$ cat src/rtl/qpe_pkg.sv
// ----------------------------------------------------------------------------
// qpe_pkg
// Shared types, constants and helpers of the quoted-printable encoder.
// ----------------------------------------------------------------------------
package qpe_pkg;

  localparam logic [7:0] LINE_BUDGET_RESET = 8'd73;

  localparam logic       CFG_DOT_STUFFING = 1'b0;
  localparam logic       CFG_LINE_BUDGET  = 1'b1;

  localparam logic [7:0] CH_LF    = 8'h0A;
  localparam logic [7:0] CH_CR    = 8'h0D;
  localparam logic [7:0] CH_SPACE = 8'h20;
  localparam logic [7:0] CH_DOT   = 8'h2E;
  localparam logic [7:0] CH_ZERO  = 8'h30;
  localparam logic [7:0] CH_TWO   = 8'h32;
  localparam logic [7:0] CH_EQUAL = 8'h3D;
  localparam logic [7:0] CH_UPPER_A = 8'h41;
  localparam logic [7:0] CH_TILDE = 8'h7E;

  localparam logic [7:0] HI_NIBBLE_MASK = 8'hF0;
  localparam logic [7:0] LO_NIBBLE_MASK = 8'h0F;

  localparam int CMD_DEPTH   = 4;
  localparam int CMD_PTR_W   = $clog2(CMD_DEPTH);
  localparam int CMD_COUNT_W = $clog2(CMD_DEPTH + 1);

  localparam int SLOT_COUNT = 10;
  localparam int SLOT_IDX_W = $clog2(SLOT_COUNT);

  localparam logic [SLOT_IDX_W-1:0] SLOT_PRE_EQ   = SLOT_IDX_W'(0);
  localparam logic [SLOT_IDX_W-1:0] SLOT_PRE_CR   = SLOT_IDX_W'(1);
  localparam logic [SLOT_IDX_W-1:0] SLOT_PRE_LF   = SLOT_IDX_W'(2);
  localparam logic [SLOT_IDX_W-1:0] SLOT_DOT      = SLOT_IDX_W'(3);
  localparam logic [SLOT_IDX_W-1:0] SLOT_BODY0    = SLOT_IDX_W'(4);
  localparam logic [SLOT_IDX_W-1:0] SLOT_BODY1    = SLOT_IDX_W'(5);
  localparam logic [SLOT_IDX_W-1:0] SLOT_BODY2    = SLOT_IDX_W'(6);
  localparam logic [SLOT_IDX_W-1:0] SLOT_POST_EQ  = SLOT_IDX_W'(7);
  localparam logic [SLOT_IDX_W-1:0] SLOT_POST_CR  = SLOT_IDX_W'(8);
  localparam logic [SLOT_IDX_W-1:0] SLOT_POST_LF  = SLOT_IDX_W'(9);

  typedef enum logic [1:0] {
    KIND_LIT  = 2'd0,
    KIND_HEX  = 2'd1,
    KIND_SP20 = 2'd2,
    KIND_NL   = 2'd3
  } kind_t;

  typedef struct packed {
    logic       pre_break;
    logic       dot;
    kind_t      kind;
    logic [7:0] data;
    logic       post_break;
  } cmd_t;

  function automatic logic [7:0] hex_digit(input logic [3:0] d);
    if (d < 4'd10) begin
      return CH_ZERO + {4'd0, d};
    end
    return CH_UPPER_A + {4'd0, d} - 8'd10;
  endfunction

endpackage

$ cat src/rtl/quoted_printable_encoder.sv
// ----------------------------------------------------------------------------
// quoted_printable_encoder
// Quoted-printable encoder with CRLF line ends and optional dot stuffing.
//
// Input side is a queue: present in_byte/end_of_text with push; a
// transaction completes on a clock edge with push high and full low.
// Output side is a queue: while empty is low, out_byte/run_last hold the
// oldest encoded character; pop high with empty low takes it. run_last
// marks the final character caused by one input byte.
// Configuration: cfg_valid/cfg_ready with cfg_index (0 dot stuffing,
// 1 line budget) and cfg_data; cfg_ready is always high. Write only while
// the block is idle.
// A byte's first character passes the command queue and the sequencer's
// command register into the output register. Throughput: one output character
// per cycle while commands wait and the receiver pops; qpe_back turns a
// byte into 1 to 9 characters (1 for plain text, 3 for an encoded byte).
// A four-entry command queue lets input keep flowing while output stalls.
// Reset: synchronous; clears the queues, sets line budget 73, dot
// stuffing off, and the line-start flag. A stalled receiver holds the
// current character; input stalls once the command queue fills.
// ----------------------------------------------------------------------------
module quoted_printable_encoder (
  input  logic       clk,
  input  logic       rst,
  input  logic       push,
  output logic       full,
  input  logic [7:0] in_byte,
  input  logic       end_of_text,
  output logic       empty,
  input  logic       pop,
  output logic [7:0] out_byte,
  output logic       run_last,
  input  logic       cfg_valid,
  output logic       cfg_ready,
  input  logic       cfg_index,
  input  logic [7:0] cfg_data
);
  import qpe_pkg::*;

  cmd_t front_cmd;
  cmd_t fifo_cmd;
  logic cmd_push;
  logic cmd_full;
  logic cmd_pop;
  logic cmd_not_empty;

  assign cfg_ready = 1'b1;
  assign full      = cmd_full;

  qpe_front u_front (
    .clk         (clk),
    .rst         (rst),
    .push        (push),
    .in_byte     (in_byte),
    .end_of_text (end_of_text),
    .cfg_valid   (cfg_valid && cfg_ready),
    .cfg_index   (cfg_index),
    .cfg_data    (cfg_data),
    .cmd_full    (cmd_full),
    .cmd_push    (cmd_push),
    .cmd         (front_cmd)
  );

  qpe_cmd_fifo u_fifo (
    .clk       (clk),
    .rst       (rst),
    .wr_en     (cmd_push),
    .wr_cmd    (front_cmd),
    .full      (cmd_full),
    .rd_en     (cmd_pop),
    .rd_cmd    (fifo_cmd),
    .not_empty (cmd_not_empty)
  );

  qpe_back u_back (
    .clk            (clk),
    .rst            (rst),
    .fifo_cmd       (fifo_cmd),
    .fifo_not_empty (cmd_not_empty),
    .fifo_pop       (cmd_pop),
    .empty          (empty),
    .pop            (pop),
    .out_byte       (out_byte),
    .run_last       (run_last)
  );

endmodule

$ cat src/rtl/qpe_front.sv
// ----------------------------------------------------------------------------
// qpe_front
// Accepts message bytes, tracks the line budget and classifies each byte
// into one encoding command.
// ----------------------------------------------------------------------------
module qpe_front (
  input  logic          clk,
  input  logic          rst,
  input  logic          push,
  input  logic [7:0]    in_byte,
  input  logic          end_of_text,
  input  logic          cfg_valid,
  input  logic          cfg_index,
  input  logic [7:0]    cfg_data,
  input  logic          cmd_full,
  output logic          cmd_push,
  output qpe_pkg::cmd_t cmd
);
  import qpe_pkg::*;

  logic              dot_stuffing;
  logic [7:0]        line_budget;
  logic signed [8:0] budget_left;
  logic signed [8:0] budget_left_next;
  logic              at_line_start;
  logic              at_line_start_next;

  logic              is_nl;
  logic              is_enc;
  logic              spent;
  logic              line_open;
  logic              pre_break;
  logic              dot;
  logic signed [8:0] base;
  logic signed [8:0] after_dot;
  logic signed [8:0] cost;
  kind_t             kind;

  assign cmd_push = push && !cmd_full;

  always_comb begin
    is_nl     = (in_byte == CH_LF);
    is_enc    = (in_byte < CH_SPACE) || (in_byte == CH_EQUAL) || (in_byte > CH_TILDE);
    spent     = budget_left[8] || (budget_left == 9'sd0);
    pre_break = !is_nl && !at_line_start && spent;
    line_open = at_line_start || pre_break;
    base      = line_open ? $signed({1'b0, line_budget}) : budget_left;
    dot       = line_open && dot_stuffing && (in_byte == CH_DOT);
    after_dot = base - $signed({8'd0, dot});
    priority if (is_nl) begin
      kind = KIND_NL;
      cost = 9'sd0;
    end else if (is_enc) begin
      kind = KIND_HEX;
      cost = 9'sd3;
    end else if ((in_byte == CH_SPACE) && (after_dot == 9'sd1)) begin
      kind = KIND_SP20;
      cost = 9'sd1;
    end else begin
      kind = KIND_LIT;
      cost = 9'sd1;
    end
    budget_left_next   = after_dot - cost;
    at_line_start_next = is_nl || end_of_text;

    cmd.pre_break  = pre_break;
    cmd.dot        = dot;
    cmd.kind       = kind;
    cmd.data       = in_byte;
    cmd.post_break = end_of_text && !is_nl;
  end

  always_ff @(posedge clk) begin
    if (rst) begin
      dot_stuffing  <= 1'b0;
      line_budget   <= LINE_BUDGET_RESET;
      budget_left   <= $signed({1'b0, LINE_BUDGET_RESET});
      at_line_start <= 1'b1;
    end else begin
      if (cfg_valid) begin
        unique case (cfg_index)
          CFG_DOT_STUFFING: dot_stuffing <= cfg_data[0];
          CFG_LINE_BUDGET:  line_budget  <= cfg_data;
          default: ;
        endcase
      end
      if (cmd_push) begin
        budget_left   <= budget_left_next;
        at_line_start <= at_line_start_next;
      end
    end
  end

endmodule

$ cat src/rtl/qpe_cmd_fifo.sv
// ----------------------------------------------------------------------------
// qpe_cmd_fifo
// Short command queue between the classifier and the character sequencer.
// ----------------------------------------------------------------------------
module qpe_cmd_fifo (
  input  logic          clk,
  input  logic          rst,
  input  logic          wr_en,
  input  qpe_pkg::cmd_t wr_cmd,
  output logic          full,
  input  logic          rd_en,
  output qpe_pkg::cmd_t rd_cmd,
  output logic          not_empty
);
  import qpe_pkg::*;

  cmd_t                   slots [CMD_DEPTH];
  logic [CMD_PTR_W-1:0]   wr_ptr;
  logic [CMD_PTR_W-1:0]   rd_ptr;
  logic [CMD_COUNT_W-1:0] count;

  assign full      = (count == CMD_COUNT_W'(CMD_DEPTH));
  assign not_empty = (count != '0);
  assign rd_cmd    = slots[rd_ptr];

  always_ff @(posedge clk) begin
    if (wr_en) begin
      slots[wr_ptr] <= wr_cmd;
    end
  end

  always_ff @(posedge clk) begin
    if (rst) begin
      wr_ptr <= '0;
      rd_ptr <= '0;
      count  <= '0;
    end else begin
      if (wr_en) begin
        wr_ptr <= wr_ptr + CMD_PTR_W'(1);
      end
      if (rd_en) begin
        rd_ptr <= rd_ptr + CMD_PTR_W'(1);
      end
      unique case ({wr_en, rd_en})
        2'b10:   count <= count + CMD_COUNT_W'(1);
        2'b01:   count <= count - CMD_COUNT_W'(1);
        default: count <= count;
      endcase
    end
  end

endmodule

$ cat src/rtl/qpe_back.sv
// ----------------------------------------------------------------------------
// qpe_back
// Expands each command into encoded characters into an output register,
// one per cycle unless the receiver stalls the output.
// ----------------------------------------------------------------------------
module qpe_back (
  input  logic          clk,
  input  logic          rst,
  input  qpe_pkg::cmd_t fifo_cmd,
  input  logic          fifo_not_empty,
  output logic          fifo_pop,
  output logic          empty,
  input  logic          pop,
  output logic [7:0]    out_byte,
  output logic          run_last
);
  import qpe_pkg::*;

  cmd_t                  cur;
  logic [SLOT_COUNT-1:0] mask;
  logic [SLOT_COUNT-1:0] mask_next;
  logic [SLOT_COUNT-1:0] mask_clr;
  logic [SLOT_COUNT-1:0] load_mask;
  logic [SLOT_IDX_W-1:0] idx;
  logic                  out_valid;
  logic                  active;
  logic                  advance;
  logic                  emit;
  logic                  load;
  logic [7:0]            ch;

  function automatic logic [SLOT_COUNT-1:0] slots_of(input cmd_t c);
    logic [SLOT_COUNT-1:0] m;
    m = '0;
    m[SLOT_PRE_EQ]  = c.pre_break;
    m[SLOT_PRE_CR]  = c.pre_break;
    m[SLOT_PRE_LF]  = c.pre_break;
    m[SLOT_DOT]     = c.dot;
    m[SLOT_BODY0]   = 1'b1;
    m[SLOT_BODY1]   = (c.kind != KIND_LIT);
    m[SLOT_BODY2]   = (c.kind == KIND_HEX) || (c.kind == KIND_SP20);
    m[SLOT_POST_EQ] = c.post_break;
    m[SLOT_POST_CR] = c.post_break;
    m[SLOT_POST_LF] = c.post_break;
    return m;
  endfunction

  always_comb begin
    idx = '0;
    for (int i = SLOT_COUNT - 1; i >= 0; i--) begin
      if (mask[i]) begin
        idx = SLOT_IDX_W'(i);
      end
    end
  end

  always_comb begin
    unique case (idx)
      SLOT_PRE_EQ, SLOT_POST_EQ: ch = CH_EQUAL;
      SLOT_PRE_CR, SLOT_POST_CR: ch = CH_CR;
      SLOT_PRE_LF, SLOT_POST_LF: ch = CH_LF;
      SLOT_DOT:                  ch = CH_DOT;
      SLOT_BODY0: begin
        unique case (cur.kind)
          KIND_NL:  ch = CH_CR;
          KIND_LIT: ch = cur.data;
          default:  ch = CH_EQUAL;
        endcase
      end
      SLOT_BODY1: begin
        unique case (cur.kind)
          KIND_NL:   ch = CH_LF;
          KIND_SP20: ch = CH_TWO;
          default:   ch = hex_digit(4'((cur.data & HI_NIBBLE_MASK) >> 4));
        endcase
      end
      SLOT_BODY2: begin
        unique case (cur.kind)
          KIND_SP20: ch = CH_ZERO;
          default:   ch = hex_digit(4'(cur.data & LO_NIBBLE_MASK));
        endcase
      end
      default: ch = CH_EQUAL;
    endcase
  end

  always_comb begin
    active    = (mask != '0);
    advance   = !out_valid || pop;
    emit      = active && advance;
    mask_clr  = mask & ~(SLOT_COUNT'(1) << idx);
    load      = fifo_not_empty && (!active || (emit && (mask_clr == '0)));
    load_mask = slots_of(fifo_cmd);
    if (load) begin
      mask_next = load_mask;
    end else if (emit) begin
      mask_next = mask_clr;
    end else begin
      mask_next = mask;
    end
  end

  assign fifo_pop = load;
  assign empty    = !out_valid;

  always_ff @(posedge clk) begin
    if (load) begin
      cur <= fifo_cmd;
    end
    if (emit) begin
      out_byte <= ch;
      run_last <= (mask_clr == '0);
    end
  end

  always_ff @(posedge clk) begin
    if (rst) begin
      mask      <= '0;
      out_valid <= 1'b0;
    end else begin
      mask <= mask_next;
      if (emit) begin
        out_valid <= 1'b1;
      end else if (pop) begin
        out_valid <= 1'b0;
      end
    end
  end

endmodule

$ cat config.mk
export PLATFORM = sky130hd
export DESIGN_NAME = quoted_printable_encoder
export DESIGN_NICKNAME = d
export VERILOG_FILES = /design/src/rtl/qpe_pkg.sv /design/src/rtl/quoted_printable_encoder.sv /design/src/rtl/qpe_front.sv /design/src/rtl/qpe_cmd_fifo.sv /design/src/rtl/qpe_back.sv
export SDC_FILE = /design/constraint.sdc
export NUM_CORES = 1
export LEC_CHECK = 0
export BUFFER_PORTS_ARGS = -buffer_cell sky130_fd_sc_hd__buf_2
export CAP_MARGIN = 15
export CORE_MARGIN = 1.5
export CORE_UTILIZATION = 60
export DETAILED_ROUTE_END_ITERATION = 6
export PLACE_DENSITY = 0.91
export SYNTH_ARGS = -nofsm -noshare
export SYNTH_HDL_FRONTEND = slang
export SYNTH_HIERARCHICAL = 1
export SYNTH_SLANG_ARGS = --single-unit
$ cat constraint.sdc
create_clock -name clk -period 9.56 [get_ports clk]
set_clock_uncertainty 0.15 [all_clocks]
set_input_delay 2.39 -clock clk [delete_from_list [all_inputs] [get_ports clk]]
set_output_delay 2.39 -clock clk [all_outputs]
set_load 0.005 [all_outputs]
==> flow_metrics.env <==
export IMPL_result_of_the_run="completed"
export IMPL_synth_distinct_cells=76
export IMPL_finalSetupTns_ps=0
export IMPL_synth_seq_cells=110
export IMPL_max_slew_margin=0.3899
export IMPL_die_area_um2=10340
export IMPL_crit_buf_inv=1
export IMPL_worst_slack_ps=3122
export IMPL_clock_path_buffers=2
export IMPL_criticalPathCategory="primary input to register"
export IMPL_grt_first_pass_wirelength_um=19870
export IMPL_post_synth_instance_area_um2=5842
export IMPL_ys_top_cells_by_area="sky130_fd_sc_hd__edfxtp_1 36%, sky130_fd_sc_hd__dfxtp_1 13%, sky130_fd_sc_hd__mux4_2 3.9%"
export IMPL_avg_inst_size_synth_um2=11.09
export IMPL_wl_um=12110
export IMPL_drv_slew=0
export IMPL_irDropWorstVdd_mv=0.1129
export IMPL_route_detailed_drc=0
export IMPL_htree_levels=3
export IMPL_die_w_um=101.7
export IMPL_hp_class="register to register"
export IMPL_cp_data_required_time_ps=9520
export IMPL_cts_resized=0
export IMPL_fin_hold_ws_ps=339.5
export IMPL_synth_top_cells_by_count="71 x sky130_fd_sc_hd__edfxtp_1, 52 x sky130_fd_sc_hd__nand2_1, 39 x sky130_fd_sc_hd__dfxtp_1, 33 x sky130_fd_sc_hd__a21oi_1, 33 x sky130_fd_sc_hd__nor2_1"
export IMPL_initial_core_utilization=0.6263
export IMPL_dpl_cell_count=659
export IMPL_cp_arrival_ps=6390
export IMPL_synth_largest_type_area_fraction=0.3650
export IMPL_power_per_cell_area_nw_per_um2=278.4
export IMPL_netlist_top_cell_by_area="sky130_fd_sc_hd__edfxtp_1"
export IMPL_clk_latency_ps=380
export IMPL_clock_period_minus_worst_slack_ps=6438
export IMPL_final_layout_size_suffix_gt1_frac=0.1447
export IMPL_clock_tree_root_buffer_cell="sky130_fd_sc_hd__clkbuf_8"
export IMPL_critical_path_startpoint_type="primary input"
export IMPL_dpl_worst_slack_ps=2971
export IMPL_cts_hold_buffers_added=0
export IMPL_report_final_setup_viol=0
export IMPL_maximum_fanout_count_along_the_critical_path=9
export IMPL_grt_remaining_overflow=0
export IMPL_numClockSinks=110
export IMPL_combinational_share_of_power=0.393
export IMPL_grt_pass1_vias=4209
export IMPL_max_cap_viol_count=0
export IMPL_antenna_found_initial=0
export IMPL_initialDrtViolationCount=352
export IMPL_worst_slew_pin_slew_ps=913.2
export IMPL_most_used_standard_cell_by_instance_count_after_synthesis="sky130_fd_sc_hd__edfxtp_1"
export IMPL_post_cts_setup_buffers=0
export IMPL_power_report_internal_total_w=0.001036
export IMPL_synth_net_count=567
export IMPL_core_outline_area_um2=9328
export IMPL_tritoncts="done"
export IMPL_fmax_ghz=0.1553
export IMPL_switching_share=0.3948
export IMPL_port_buffer_count=33
export IMPL_synth_edf_count=71
export IMPL_final_net_count=581
export IMPL_clockPowerShare=0.157
export IMPL_tritoncts_num_buffers=9
export IMPL_slowest_delay_ps=770
export IMPL_antennaDiodeCount=0
export IMPL_power_net_switching_w=0.0006755
export IMPL_critical_path_slowest_cell="sky130_fd_sc_hd__nor3b_1"
export IMPL_worstPathCellList="buf_2 > and4bb_2 > nand3b_2 > nand2_1 > nor4bb_1 > ha_1 > nor3b_1 > nand3b_1 > o31ai_1 > o22ai_1 > nor3_1 > nand2_1 > o21ai_0"
export IMPL_routed_via_density=6.234
export IMPL_wl_per_cell_um=17.94
export IMPL_std_cell_rows=35
export IMPL_routabilityCongestion=0.8739
export IMPL_grt_setup_unrepaired="false"
export IMPL_detailedRoute_firstPassIterationCount=5
export IMPL_yosysWarningCount=6
export IMPL_leakagePower_nw=2.290
export IMPL_power_sequential_fraction=0.450
export IMPL_synth_sequential_area_ratio=0.4986
export IMPL_hpwl_um=8574
export IMPL_timing_final_hold_violations=0
export IMPL_synth_flop_type="sky130_fd_sc_hd__edfxtp_1"
export IMPL_layout_core_utilization=0.6589
export IMPL_route_vias_total=4208
export IMPL_synth_async_reset_ratio=0
export IMPL_clock_transition_at_the_registers_of_the_reported_paths_ps=100
export IMPL_top_cell_by_count_worst_path="sky130_fd_sc_hd__nand2_1"
export IMPL_design_portCount=35
export IMPL_fraction_of_the_cycle_the_final_worst_path_needs=0.6734
export IMPL_critical_path_endpoint_type="register"
export IMPL_crit_family="simple AND/OR/NAND/NOR gates"
export IMPL_netlist_instances=527
export IMPL_drt_antenna_violating_nets=0
export IMPL_maximum_number_of_pins_on_one_net_before_global_route_repair=30
export IMPL_layout_cells_non_filler=675
export IMPL_gr_usage_all_layers=0.2516
export IMPL_area_growth_pct=5.204
export IMPL_die_h_um=101.7
routing by layer:
layer  share of wire  global-route usage
met2            0.50              0.4426
met4           0.029              0.1143
met3           0.059             0.04072
met1            0.41              0.3039
met5               0                   0
layout make-up:
class	count	area, um^2
Clock buffer	10	127.6
Clock inverter	6	60.06
Fill cell	695	3182
Inverter	29	108.9
Multi-Input combinational cell	357	2603
Sequential cell	110	2913
Tap cell	129	161.4
Timing Repair Buffer	34	172.7
path summary, 6_finish.rpt:
path	from	endpoint	slack, ps	cells after the start
max reg2reg	u_front/budget_left[3]$_SDFFE_PP1P_	u_fifo/slots[1][10]$_DFFE_PP_	4560	12
min reg2reg	u_front/line_budget[0]$_SDFFE_PP1P_	u_front/line_budget[0]$_SDFFE_PP1P_	340	2
max	in_byte[5]	u_fifo/slots[1][10]$_DFFE_PP_	3120	13
min	u_front/line_budget[0]$_SDFFE_PP1P_	u_front/line_budget[0]$_SDFFE_PP1P_	340	2
flip-flops by register name, summed over array words and instances, names as in the netlist, 3 cells and up, named ones only:
name and flops:
u_front/line_budget 8, u_back/cur 10, u_back/out_byte 8, u_front/budget_left 9, u_fifo/count 3, u_back/mask 10
u_fifo/slots 52
power groups by stage:
stage	logic, W	registers (W)	clock network [W]
6_report	0.000672	0.000770	0.000269
4_1_cts	0.000669	0.000768	0.000272
3_5_place_dp	0.000662	0.000779	0
3_3_place_gp	0.000629	0.000771	0
5_1_grt	0.000750	0.000785	0.000290
2_1_floorplan	0.000547	0.000726	0
stage by stage:
stage	power [W]	instance area [um^2]
after CTS	0.001708	6146
final	0.001711	6146
after floorplan	0.001273	5842
after detailed placement	0.001441	5958
after global routing	0.001825	6146
after global placement	0.001400	5958
cells by family after synthesis:
family | Yosys count | share of synthesized area
fa+ha+maj | 17 | 0.03898
compound gates | 106 | 0.1204
flops | 110 | 0.4986
simple gates | 186 | 0.1761
buf+inv | 60 | 0.05590
other cells | 1 | 0.0006419
xor+xnor | 22 | 0.03427
mux | 25 | 0.07518
placed cells by master, fill, tap and decap left out, drive strengths merged, types with 13 or more instances in the layout:
master  count
edfxtp     71
dfxtp      39
a21oi      33
buf        34
nor2       33
ha         15
nor3       13
inv        34
nand2      53
o21ai      26
mux4       13
worst min-delay path, delay by kind of cell, from the launching register on:
| kind | cells | cell delay [ps] |
|---|---|---|
| flip-flops | 1 | 330 |
| AND/OR/NAND/NOR | 2 | 120 |
Power figures use the tool's default switching activity.
